[config.mk]
export PLATFORM = sky130hd
export DESIGN_NAME = overwrite_ring_buffer_range_read
export DESIGN_NICKNAME = d
export VERILOG_FILES = /design/src/rtl/core/orbrr_pkg.sv /design/src/rtl/core/orbrr_store.sv /design/src/rtl/core/overwrite_ring_buffer_range_read.sv
export SDC_FILE = /design/constraint.sdc
export NUM_CORES = 2
export LEC_CHECK = 0
export BUFFER_PORTS_ARGS = -buffer_cell sky130_fd_sc_hd__buf_4
export CAP_MARGIN = 20
export CORE_MARGIN = 4
export CORE_UTILIZATION = 30
export DETAILED_ROUTE_END_ITERATION = 7
export REMOVE_ABC_BUFFERS = 1
export SLEW_MARGIN = 20
export SYNTH_ARGS = -nofsm -noshare
export SYNTH_HDL_FRONTEND = slang
export SYNTH_SLANG_ARGS = --single-unit
[constraint.sdc]
create_clock -name clk_i -period 8.4 [get_ports clk_i]
set_clock_uncertainty 0.15 [all_clocks]
set_input_delay 1.26 -clock clk_i [delete_from_list [all_inputs] [get_ports clk_i]]
set_output_delay 1.26 -clock clk_i [all_outputs]
set_load 0.005 [all_outputs]
[src/rtl/core/orbrr_pkg.sv]
// Package for the overwriting ring buffer with range read.
// Holds the controller state type, status codes and fixed field widths.
// No dependencies.
package orbrr_pkg;

  localparam int unsigned DATA_W   = 64;
  localparam int unsigned OFFSET_W = 6;
  localparam int unsigned COUNT_W  = 6;
  localparam int unsigned STATUS_W = 2;

  localparam logic KIND_ENQUEUE = 1'b0;
  localparam logic KIND_RANGE   = 1'b1;

  localparam logic [STATUS_W-1:0] STATUS_ELEMENT = 2'd0;
  localparam logic [STATUS_W-1:0] STATUS_REFUSED = 2'd1;
  localparam logic [STATUS_W-1:0] STATUS_EMPTY   = 2'd2;

  typedef enum logic [1:0] {
    S_IDLE,
    S_CHECK,
    S_STREAM
  } state_e;

endpackage

[src/rtl/core/orbrr_store.sv]
// Sample store of the ring buffer: one write port, one read port.
// Read data is registered and holds its value until the next read.
// No dependencies.
module orbrr_store #(
  parameter int unsigned DEPTH = 64,
  parameter int unsigned WIDTH = 64,
  localparam int unsigned AddrW = $clog2(DEPTH)
) (
  input  logic             clk_i,
  input  logic             wr_en_i,
  input  logic [AddrW-1:0] wr_addr_i,
  input  logic [WIDTH-1:0] wr_data_i,
  input  logic             rd_en_i,
  input  logic [AddrW-1:0] rd_addr_i,
  output logic [WIDTH-1:0] rd_data_o
);

  logic [WIDTH-1:0] mem [DEPTH];
  logic [WIDTH-1:0] rd_data_q;

  always_ff @(posedge clk_i) begin
    if (wr_en_i) begin
      mem[wr_addr_i] <= wr_data_i;
    end
  end

  always_ff @(posedge clk_i) begin
    if (rd_en_i) begin
      rd_data_q <= mem[rd_addr_i];
    end
  end

  assign rd_data_o = rd_data_q;

endmodule

[src/rtl/core/overwrite_ring_buffer_range_read.sv]
// Top level of the overwriting ring buffer with range read.
// Depends on orbrr_pkg and orbrr_store.
//
//   Channel | Handshake                 | Payload
//   --------+---------------------------+------------------------------------------
//   in      | in_valid_i / in_stall_o   | kind_i, sample_i, start_offset_i, count_i
//   out     | out_valid_o / out_stall_i | element_data_o, status_o, last_flag_o
//
// An enqueue beat is taken every cycle while idle and writes the store straight away.
// A range beat is bounds-checked in S_CHECK; a refused or empty range then gives one
// beat and frees the input once the output register is free.
// Otherwise one sample a cycle is read through the registered store port while the output is
// not stalled; input stays stalled until the last sample is in the output register and the FSM is idle again.
// Reset clears the pointers, state, rem, pend and output valid. A stalled output holds its beat and halts the reads.
module overwrite_ring_buffer_range_read #(
  parameter int unsigned QUEUE_DEPTH  = 64,
  parameter int unsigned SAMPLE_WIDTH = 64
) (
  input  logic                                   clk_i,
  input  logic                                   rst_ni,
  input  logic                                   in_valid_i,
  output logic                                   in_stall_o,
  input  logic                                   kind_i,
  input  logic [orbrr_pkg::DATA_W-1:0]           sample_i,
  input  logic [orbrr_pkg::OFFSET_W-1:0]         start_offset_i,
  input  logic [orbrr_pkg::COUNT_W-1:0]          count_i,
  output logic                                   out_valid_o,
  input  logic                                   out_stall_i,
  output logic [orbrr_pkg::DATA_W-1:0]           element_data_o,
  output logic [orbrr_pkg::STATUS_W-1:0]         status_o,
  output logic                                   last_flag_o
);

  import orbrr_pkg::*;

  localparam int unsigned PtrW = $clog2(QUEUE_DEPTH);
  localparam logic [PtrW-1:0] LastPtr = PtrW'(QUEUE_DEPTH - 1);
  localparam logic [OFFSET_W:0] DepthExt = (OFFSET_W + 1)'(QUEUE_DEPTH);

  state_e state_q, state_d;

  logic [PtrW-1:0]     wp_q, wp_d, rp_q, rp_d;
  logic [PtrW-1:0]     addr_q, addr_d;
  logic [COUNT_W-1:0]  rem_q, rem_d;
  logic [OFFSET_W-1:0] start_q;
  logic [COUNT_W-1:0]  count_q;
  logic                pend_q, pend_d;
  logic                rd_last_q;

  logic                    out_valid_q;
  logic [DATA_W-1:0]       out_data_q;
  logic [STATUS_W-1:0]     out_status_q;
  logic                    out_last_q;

  logic                    in_accept;
  logic                    enq;
  logic                    range_acc;
  logic [PtrW-1:0]         wp_next;
  logic [PtrW-1:0]         held;
  logic [OFFSET_W:0]       req_end;
  logic [OFFSET_W:0]       first_sum;
  logic [PtrW-1:0]         first_addr;
  logic                    refused;
  logic                    empty;
  logic                    out_free;
  logic                    issue;
  logic                    move;
  logic                    load_single;
  logic [SAMPLE_WIDTH-1:0] rd_data;

  assign in_accept = in_valid_i && !in_stall_o;
  assign enq       = in_accept && (kind_i == KIND_ENQUEUE);
  assign range_acc = in_accept && (kind_i == KIND_RANGE);
  assign wp_next   = (wp_q == LastPtr) ? '0 : wp_q + 1'b1;

  assign held      = (wp_q >= rp_q) ? wp_q - rp_q : PtrW'(QUEUE_DEPTH - 32'(rp_q) + 32'(wp_q));
  assign req_end   = {1'b0, start_q} + {1'b0, count_q};
  assign refused   = req_end > (OFFSET_W + 1)'(held);
  assign empty     = (count_q == '0);
  assign first_sum = {1'b0, start_q} + (OFFSET_W + 1)'(rp_q);
  assign first_addr = (first_sum >= DepthExt) ? PtrW'(first_sum - DepthExt)
                                              : PtrW'(first_sum);

  assign out_free = !out_valid_q || !out_stall_i;

  always_comb begin
    state_d = state_q;
    unique case (state_q)
      S_IDLE: begin
        if (range_acc) begin
          state_d = S_CHECK;
        end
      end
      S_CHECK: begin
        if (!(refused || empty)) begin
          state_d = S_STREAM;
        end else if (out_free) begin
          state_d = S_IDLE;
        end
      end
      S_STREAM: begin
        if ((rem_q == '0) && !pend_q) begin
          state_d = S_IDLE;
        end
      end
      default: state_d = S_IDLE;
    endcase
  end

  always_comb begin
    in_stall_o  = 1'b1;
    issue       = 1'b0;
    move        = 1'b0;
    load_single = 1'b0;
    wp_d        = wp_q;
    rp_d        = rp_q;
    addr_d      = addr_q;
    rem_d       = rem_q;
    pend_d      = pend_q;
    unique case (state_q)
      S_IDLE: begin
        in_stall_o = 1'b0;
        if (enq) begin
          wp_d = wp_next;
          if (wp_next == rp_q) begin
            rp_d = (rp_q == LastPtr) ? '0 : rp_q + 1'b1;
          end
        end
      end
      S_CHECK: begin
        if (refused || empty) begin
          load_single = out_free;
        end else begin
          addr_d = first_addr;
          rem_d  = count_q;
        end
      end
      S_STREAM: begin
        move  = pend_q && out_free;
        issue = (rem_q != '0) && (!pend_q || move);
        if (issue) begin
          addr_d = (addr_q == LastPtr) ? '0 : addr_q + 1'b1;
          rem_d  = rem_q - 1'b1;
          pend_d = 1'b1;
        end else if (move) begin
          pend_d = 1'b0;
        end
      end
      default: ;
    endcase
  end

  orbrr_store #(
    .DEPTH(QUEUE_DEPTH),
    .WIDTH(SAMPLE_WIDTH)
  ) u_store (
    .clk_i     (clk_i),
    .wr_en_i   (enq),
    .wr_addr_i (wp_q),
    .wr_data_i (sample_i[SAMPLE_WIDTH-1:0]),
    .rd_en_i   (issue),
    .rd_addr_i (addr_q),
    .rd_data_o (rd_data)
  );

  always_ff @(posedge clk_i or negedge rst_ni) begin
    if (!rst_ni) begin
      state_q     <= S_IDLE;
      wp_q        <= '0;
      rp_q        <= '0;
      rem_q       <= '0;
      pend_q      <= 1'b0;
      out_valid_q <= 1'b0;
    end else begin
      state_q <= state_d;
      wp_q    <= wp_d;
      rp_q    <= rp_d;
      rem_q   <= rem_d;
      pend_q  <= pend_d;
      if (load_single || move) begin
        out_valid_q <= 1'b1;
      end else if (!out_stall_i) begin
        out_valid_q <= 1'b0;
      end
    end
  end

  always_ff @(posedge clk_i) begin
    addr_q <= addr_d;
    if (range_acc) begin
      start_q <= start_offset_i;
      count_q <= count_i;
    end
    if (issue) begin
      rd_last_q <= (rem_q == COUNT_W'(1));
    end
    if (load_single) begin
      out_data_q   <= '0;
      out_status_q <= refused ? STATUS_REFUSED : STATUS_EMPTY;
      out_last_q   <= 1'b1;
    end else if (move) begin
      out_data_q   <= DATA_W'(rd_data);
      out_status_q <= STATUS_ELEMENT;
      out_last_q   <= rd_last_q;
    end
  end

  assign out_valid_o    = out_valid_q;
  assign element_data_o = out_data_q;
  assign status_o       = out_status_q;
  assign last_flag_o    = out_last_q;

  a_no_rw_overlap : assert property (@(posedge clk_i) disable iff (!rst_ni)
    !(enq && issue))
    else $error("Store written and read in the same cycle.");

  a_not_empty_after_enq : assert property (@(posedge clk_i) disable iff (!rst_ni)
    enq |=> (wp_q != rp_q))
    else $error("Buffer reads as empty straight after an enqueue.");

  a_ptr_range : assert property (@(posedge clk_i) disable iff (!rst_ni)
    (32'(wp_q) < QUEUE_DEPTH) && (32'(rp_q) < QUEUE_DEPTH))
    else $error("Pointer outside the buffer depth.");

  a_idle_clean : assert property (@(posedge clk_i) disable iff (!rst_ni)
    (state_q == S_IDLE) |-> ((rem_q == '0) && !pend_q))
    else $error("Idle with reads still outstanding.");

endmodule
* Yosys cells after proc, flatten, opt, wreduce, memory -nomap -nowiden
Memories as Yosys holds them, arrays and structs flattened. A register that Yosys moved wholly into a read port is not among the register bits.
Index checks and enable logic that the tools add are counted.
** Operators by class
- Reductions and logical operators :: 25
- Multiplexer cells :: 30
- Multiply operators :: 0
- Shifts and indexed selects :: 0
- Magnitude comparators :: 3
- Add/subtract/negate cells :: 10
- Eq/ne operators :: 13
- Bitwise gates (word level) :: 1
- Divide/modulo/power cells :: 0
** Operators with widths (number)
- 6-bit two-way mux :: 9
- 6-bit one-hot mux with 2 select lines :: 2
- 6-bit by 1-bit adder with 6-bit output, second input constant :: 3
- 6-bit equality test, second input constant :: 3
- 6-bit by 6-bit adder with 7-bit output :: 2
- 2-bit two-way mux :: 7
- 6-bit logical NOT :: 2
- 6-bit by 1-bit subtractor with 6-bit output, second input constant :: 2
- 1-bit two-way mux :: 11
- 3-bit AND reduction :: 3
- 2-bit != test, second input constant :: 4
- 7-bit greater-or-equal comparator, second input constant :: 1
- 7-bit by 6-bit greater-than comparator with 1-bit output :: 1
- 6-bit adder :: 1
- 6-bit by 1-bit equality test with 1-bit output, second input constant :: 1
- 6-bit equality test :: 1
- 6-bit greater-or-equal comparator :: 1
- 1-bit logical AND :: 6
- 2-bit one-hot mux with 3 select lines :: 1
- 2-bit nonzero test :: 3
- 6-bit nonzero test :: 1
- 1-bit by 6-bit subtractor with 6-bit output, first input constant :: 1
- 6-bit subtractor :: 1
- 1-bit logical OR :: 4
- 8 further kinds :: 11
** Storage, ports and cells
- Memories kept :: 1
- ROM bits :: 0
- Logic and storage cells :: 96
- Memory bits (writable) :: 4096
- Output and inout port bits :: 69
- Register bits after elaboration :: 108
- Latch bits :: 0
** Memory list
- u_store.mem :: depth 64, width 64, read ports 1, clocked after Yosys merged registers in 1, wr ports 1, RTL line orbrr_store.sv:18 : logic [WIDTH-1:0] mem [DEPTH];

* Logic depth before layout (Yosys ltp)
- Word-level depth :: 9
- Gate-level depth with buffers :: 17
- Depth with buffers taken out :: 15

* Hierarchy
Synthesis repeated with hierarchy kept, for this count alone.
** Unflattened totals
- Cells, all modules :: 7189
- Area, all modules :: 162261.9 sq um
** Modules (own cells, without submodules)
- orbrr_store :: instances 1, area an instance 156989.3 sq um, cells an instance 6598, seq. area each 124919.8 sq um
- overwrite_ring_buffer_range_read :: instances 1, area an instance 5272.6 sq um, cells an instance 591, seq. area each 2482.4 sq um

* Worst setup path before layout
Ideal clock, no wire load.
- Kind :: input port to flip-flop
- Start point :: input kind_i
- End point :: memory u_store.mem[20][0], enable pin
- Arrival :: 6.384 ns
- Stages on the path :: 4
- Path buffers :: 1
- Slack :: 1.301 ns
- Required time :: 7.685 ns
- Path through :: nor4b_1 clkbuf_1 nand4_1 nor3_1
** Between the ends
- Longest elaborated chain between the ends :: 4
** Ends and longest elaborated chain
- start: declaration :: RTL line overwrite_ring_buffer_range_read.sv:23 : input logic kind_i,
- 1-bit NOT :: RTL line overwrite_ring_buffer_range_read.sv:72 : assign enq = in_accept && (kind_i == KIND_ENQUEUE);
- 1-bit logical AND :: RTL line overwrite_ring_buffer_range_read.sv:72
- 1-bit two-way mux :: RTL line orbrr_store.sv:22 : if (wr_en_i) begin
- 1-bit two-way mux (implied by the code) :: RTL line orbrr_store.sv:23 : mem[wr_addr_i] <= wr_data_i;
- end: declaration :: RTL line orbrr_store.sv:18
Every way passes these cells.

* Worst setup path after layout
- Start point :: register wp_q[0]
- End point :: register out_data_q[32], in the netlist element_data_o[32]
** Between the ends
- Longest elaborated chain between the ends :: 6
- Elaborated cells between the ends (all ways) :: 8
- Those cells by class :: add/sub: 2; order compare: 2; mux: 3; reduce/logical: 1
** Ends and longest elaborated chain
- start: declaration :: RTL line overwrite_ring_buffer_range_read.sv:42 : logic [PtrW-1:0] wp_q, wp_d, rp_q, rp_d;
- start signal: assignment :: RTL line overwrite_ring_buffer_range_read.sv:176 : wp_q <= wp_d;
- 6-bit adder, or another cell as far along :: RTL line overwrite_ring_buffer_range_read.sv:76 : assign held = (wp_q >= rp_q) ? wp_q - rp_q : PtrW'(QUEUE_DEPTH - 32'(rp_q) + 32'(wp_q));
- 6-bit two-way mux * :: RTL line overwrite_ring_buffer_range_read.sv:76
- 7-bit by 6-bit greater-than comparator with 1-bit output * :: RTL line overwrite_ring_buffer_range_read.sv:78 : assign refused = req_end > (OFFSET_W + 1)'(held);
- 1-bit logical OR * :: RTL line overwrite_ring_buffer_range_read.sv:131 : if (refused || empty) begin
- 1-bit two-way mux * :: RTL line overwrite_ring_buffer_range_read.sv:131
- 1-bit two-way mux * :: RTL line overwrite_ring_buffer_range_read.sv:120 : unique case (state_q)
- end signal: assignment :: RTL line overwrite_ring_buffer_range_read.sv:202 : out_data_q <= DATA_W'(rd_data);
- end: declaration :: RTL line overwrite_ring_buffer_range_read.sv:51 : logic [DATA_W-1:0] out_data_q;
Mark *: on every way between the ends. The rest lies on a longest branch, timed or not.
A chain may end at the register's enable or synchronous reset.

==> flow_metrics.py <==
metrics = {
    "outcome": {
        "status": "finished clean",
    },
    "global_route": {
        "grt_max_degree": 119,
        "antenna_found_initial": 59,
        "grt_overflow": 0,
        "grt_pass1_vias": 78800,
        "grt_use_total_pct": 16.5,
        "grt_pass1_wl_mm": 645,
    },
    "logic_synthesis": {
        "synth_commonest_cells": "edfxtp_1 (4181), mux4_2 (1168), nand2_1 (254), clkbuf_1 (168), buf_2 (136)",
        "synth-main-ff-cell": "edfxtp_1",
        "synth_top_area_share_pct": 77.2,
        "synth_edf_count": 4181,
        "synth-seq-cells": 4268,
        "yosysUniqueCellTypes": 55,
        "avgSynthCellArea_sq_um": 23.4,
        "yosys_warnings": 0,
        "yosys-top-cells-area": "edfxtp_1 (77%), mux4_2 (16%), dfxtp_1 (0.80%), mux2i_1 (0.79%), nand2_1 (0.59%)",
        "yosysSeqAreaShare_pct": 78.4,
        "async_flop_share_pct": 0.515,
        "syn_inst": 6938,
        "synth_area_sq_mm": 0.163,
        "synth_largest_area_cell": "edfxtp_1",
        "yosysMostFrequentCell": "edfxtp_1",
    },
    "route": {
        "avgRoutedWirePerCell_um": 31.3,
        "route.met2.wl_mm": 217,
        "wl_mm": 467,
        "num_vias": 79200,
        "ant_nets": 0,
        "dr_wl_met3_mm": 50.8,
        "met1_length_mm": 188,
        "drtIter0Drc": 11000,
        "drc": 0,
        "drtPass1Iterations": 6,
        "routed.top_layer": "met5",
        "viasPerCell": 5.31,
    },
    "timing": {
        "period_needed_ns": 4.88,
        "holdWs_ns": 0.303,
        "rsz0062_at_grt": "false",
        "period_share_pct": 58.1,
        "setup_violations": 0,
        "tightest_slew_ns": 1.19,
        "finalSetupTns_ns": 0,
        "hold_viol": 0,
        "fmax_mhz": 205,
        "slew_viol_final": 0,
        "relSlewSlack_pct": 20.5,
    },
    "cts": {
        "root_buffer": "clkbuf_16",
        "numCtsBuffers": 423,
        "clockBufferDepth": 4,
        "htree_num_levels": 5,
        "tritoncts": "done",
        "clock_latency_ns": 0.98,
        "cts_sinks": 4268,
        "postCtsSetupBuffers": 0,
        "path_clk_slew_ns": 0.06,
    },
    "pwr": {
        "ir_drop_mv": 0.209,
        "p_per_area_mw_per_mm2": 304,
        "p_leak_uw": 0.0572,
    },
    "worst_setup_path": {
        "crit_required_ns": 9.04,
        "criticalPathCategory": "flip-flop to flip-flop",
        "crit_path_end_kind": "flip-flop",
        "arrival_ns": 5.52,
        "startpoint_type": "flip-flop",
        "crit_fanout": 34,
    },
    "finish": {
        "drive_gt1_share_pct": 28.7,
        "fill_cells": 49300,
        "syn_to_final_growth_pct": 15.1,
        "final_cells": 14900,
        "layout.nets": 7457,
        "utilization_pct": 34.6,
    },
    "placed_design": {
        "gp_congestion": 0.821,
        "portBuffers": 149,
        "post-place-cells": 14100,
        "dp_hpwl_mm": 263,
    },
    "die": {
        "die_width_um": 744,
        "coreArea_sq_mm": 0.540,
        "die_h_um": 744,
        "start_util_pct": 30.1,
        "ioPinCount": 150,
        "dieArea_sq_mm": 0.554,
        "rows": 270,
    },
    "job": {
        "max-cap-violations": 0,
    },
    "hold_path": {
        "hold_path.class": "input port to flip-flop",
    },
}
-- per-stage QoR --
stage	setup WS, ns	power [uW]	area (sq um)
after floorplan	-35.95	35400	161000
after global placement	3.04	38900	173000
after detailed placement	3.01	39000	174000
after global routing	3.23	58900	187000
final	3.52	56900	187000
after CTS	3.54	57300	187000
-- cell usage in the layout (no fill, tap or decap), types with 41 or more instances in the layout --
cell type	instances
clkbuf_16	434
a211oi_1	41
mux4_2	1168
a21oi_1	127
edfxtp_1	4181
nand2_1	253
clkinv_1	111
dfxtp_1	65
nor2_4	63
clkinv_2	63
mux2i_1	129
clkbuf_1	83
o22ai_1	59
a22oi_1	57
buf_4	318
o221ai_1	47
-- layer usage --
metal / GRT usage (%) / vias to the layer above
met5: 0 / -
met4: 3.92 / 30
met3: 4.31 / 663
met2: 25.7 / 4445
met1: 23.1 / 43500
li1: - / 30600
-- cell families (layout without fill, tap and decap cells) --
family,Yosys count,count (layout),share of synthesized area (%)
mux,1308,1308,17.1
simple gates,465,465,1.23
fa+ha+maj,31,31,0.252
compound gates,435,435,1.77
other cells,0,24,0
xor+xnor,28,28,0.151
buf+inv,403,1157,1.17
flops,4268,4268,78.4
-- report_power, final --
part | internal [uW] | total [uW] | switching [uW]
Sequential | 24000 | 24400 | 364
Combinational | 5670 | 14100 | 8420
Clock | 10400 | 18400 | 8000
Total | 40100 | 56900 | 16800
-- critical path, stage by stage (launching register included) --
cell and delay (ns):
dfrtp_1 0.56, inv_1 0.21, ha_1 0.19, inv_1 0.07, fa_1 0.41, a21o_1 0.19, a21oi_1 0.20, xor2_1 0.20
ha_1 0.28, nand3_1 0.13, inv_1 0.06, nand4_1 0.11, o21ai_0 0.26, a31oi_4 0.23, buf_4 0.48, buf_4 0.75
a21oi_1 0.09
-- sequential cells by signal (all words and copies together), names as in the netlist --
signal / cells
pend_q: 1
wp_q: 6
count_q: 6
last_flag_o: 1
state_q: 2
addr_q: 6
start_q: 6
rem_q: 6
rd_last_q: 1
rp_q: 6
u_store.mem: 4096
status_o: 2
u_store.rd_data_o: 64
out_valid_o: 1
element_data_o: 64
-- worst paths after layout --
check	startpoint	to	slack, ns	cells after the start
worst max-delay path	wp_q[0]$_DFFE_PN0P_	element_data_o[32]$_SDFFE_PP0P_	3.52	16
worst min-delay path	start_offset_i[3]	start_q[3]$_DFFE_PP_	0.30	1
worst max register to register	wp_q[0]$_DFFE_PN0P_	element_data_o[32]$_SDFFE_PP0P_	3.52	16
worst min register to register	element_data_o[14]$_SDFFE_PP0P_	element_data_o[14]$_SDFFE_PP0P_	0.31	2
max in group asynchronous	rst_ni	rp_q[5]$_DFFE_PN0P_	7.23	2
min in group asynchronous	rst_ni	rem_q[1]$_DFFE_PN0P_	0.60	2
-- final cells by class --
cell class	count	area, sq um	share of cell area (%)
tap	7208	9020	4.82
clock buffer	524	11300	6.02
sequential	4268	127000	68.1
antenna	24	60.1	0.0321
timing repair buffer	362	3280	1.75
inverter	23	98.8	0.0528
multi-input combinational	2267	33800	18.1
clock inverter	248	2150	1.15
-- what timing repair did --
item / CTS / global route
gates resized for setup: 0 / 0
endpoints found under the hold margin: 22 / 0
hold buffers: 1 / 0
Note: power is estimated with default switching activity, not from simulation.
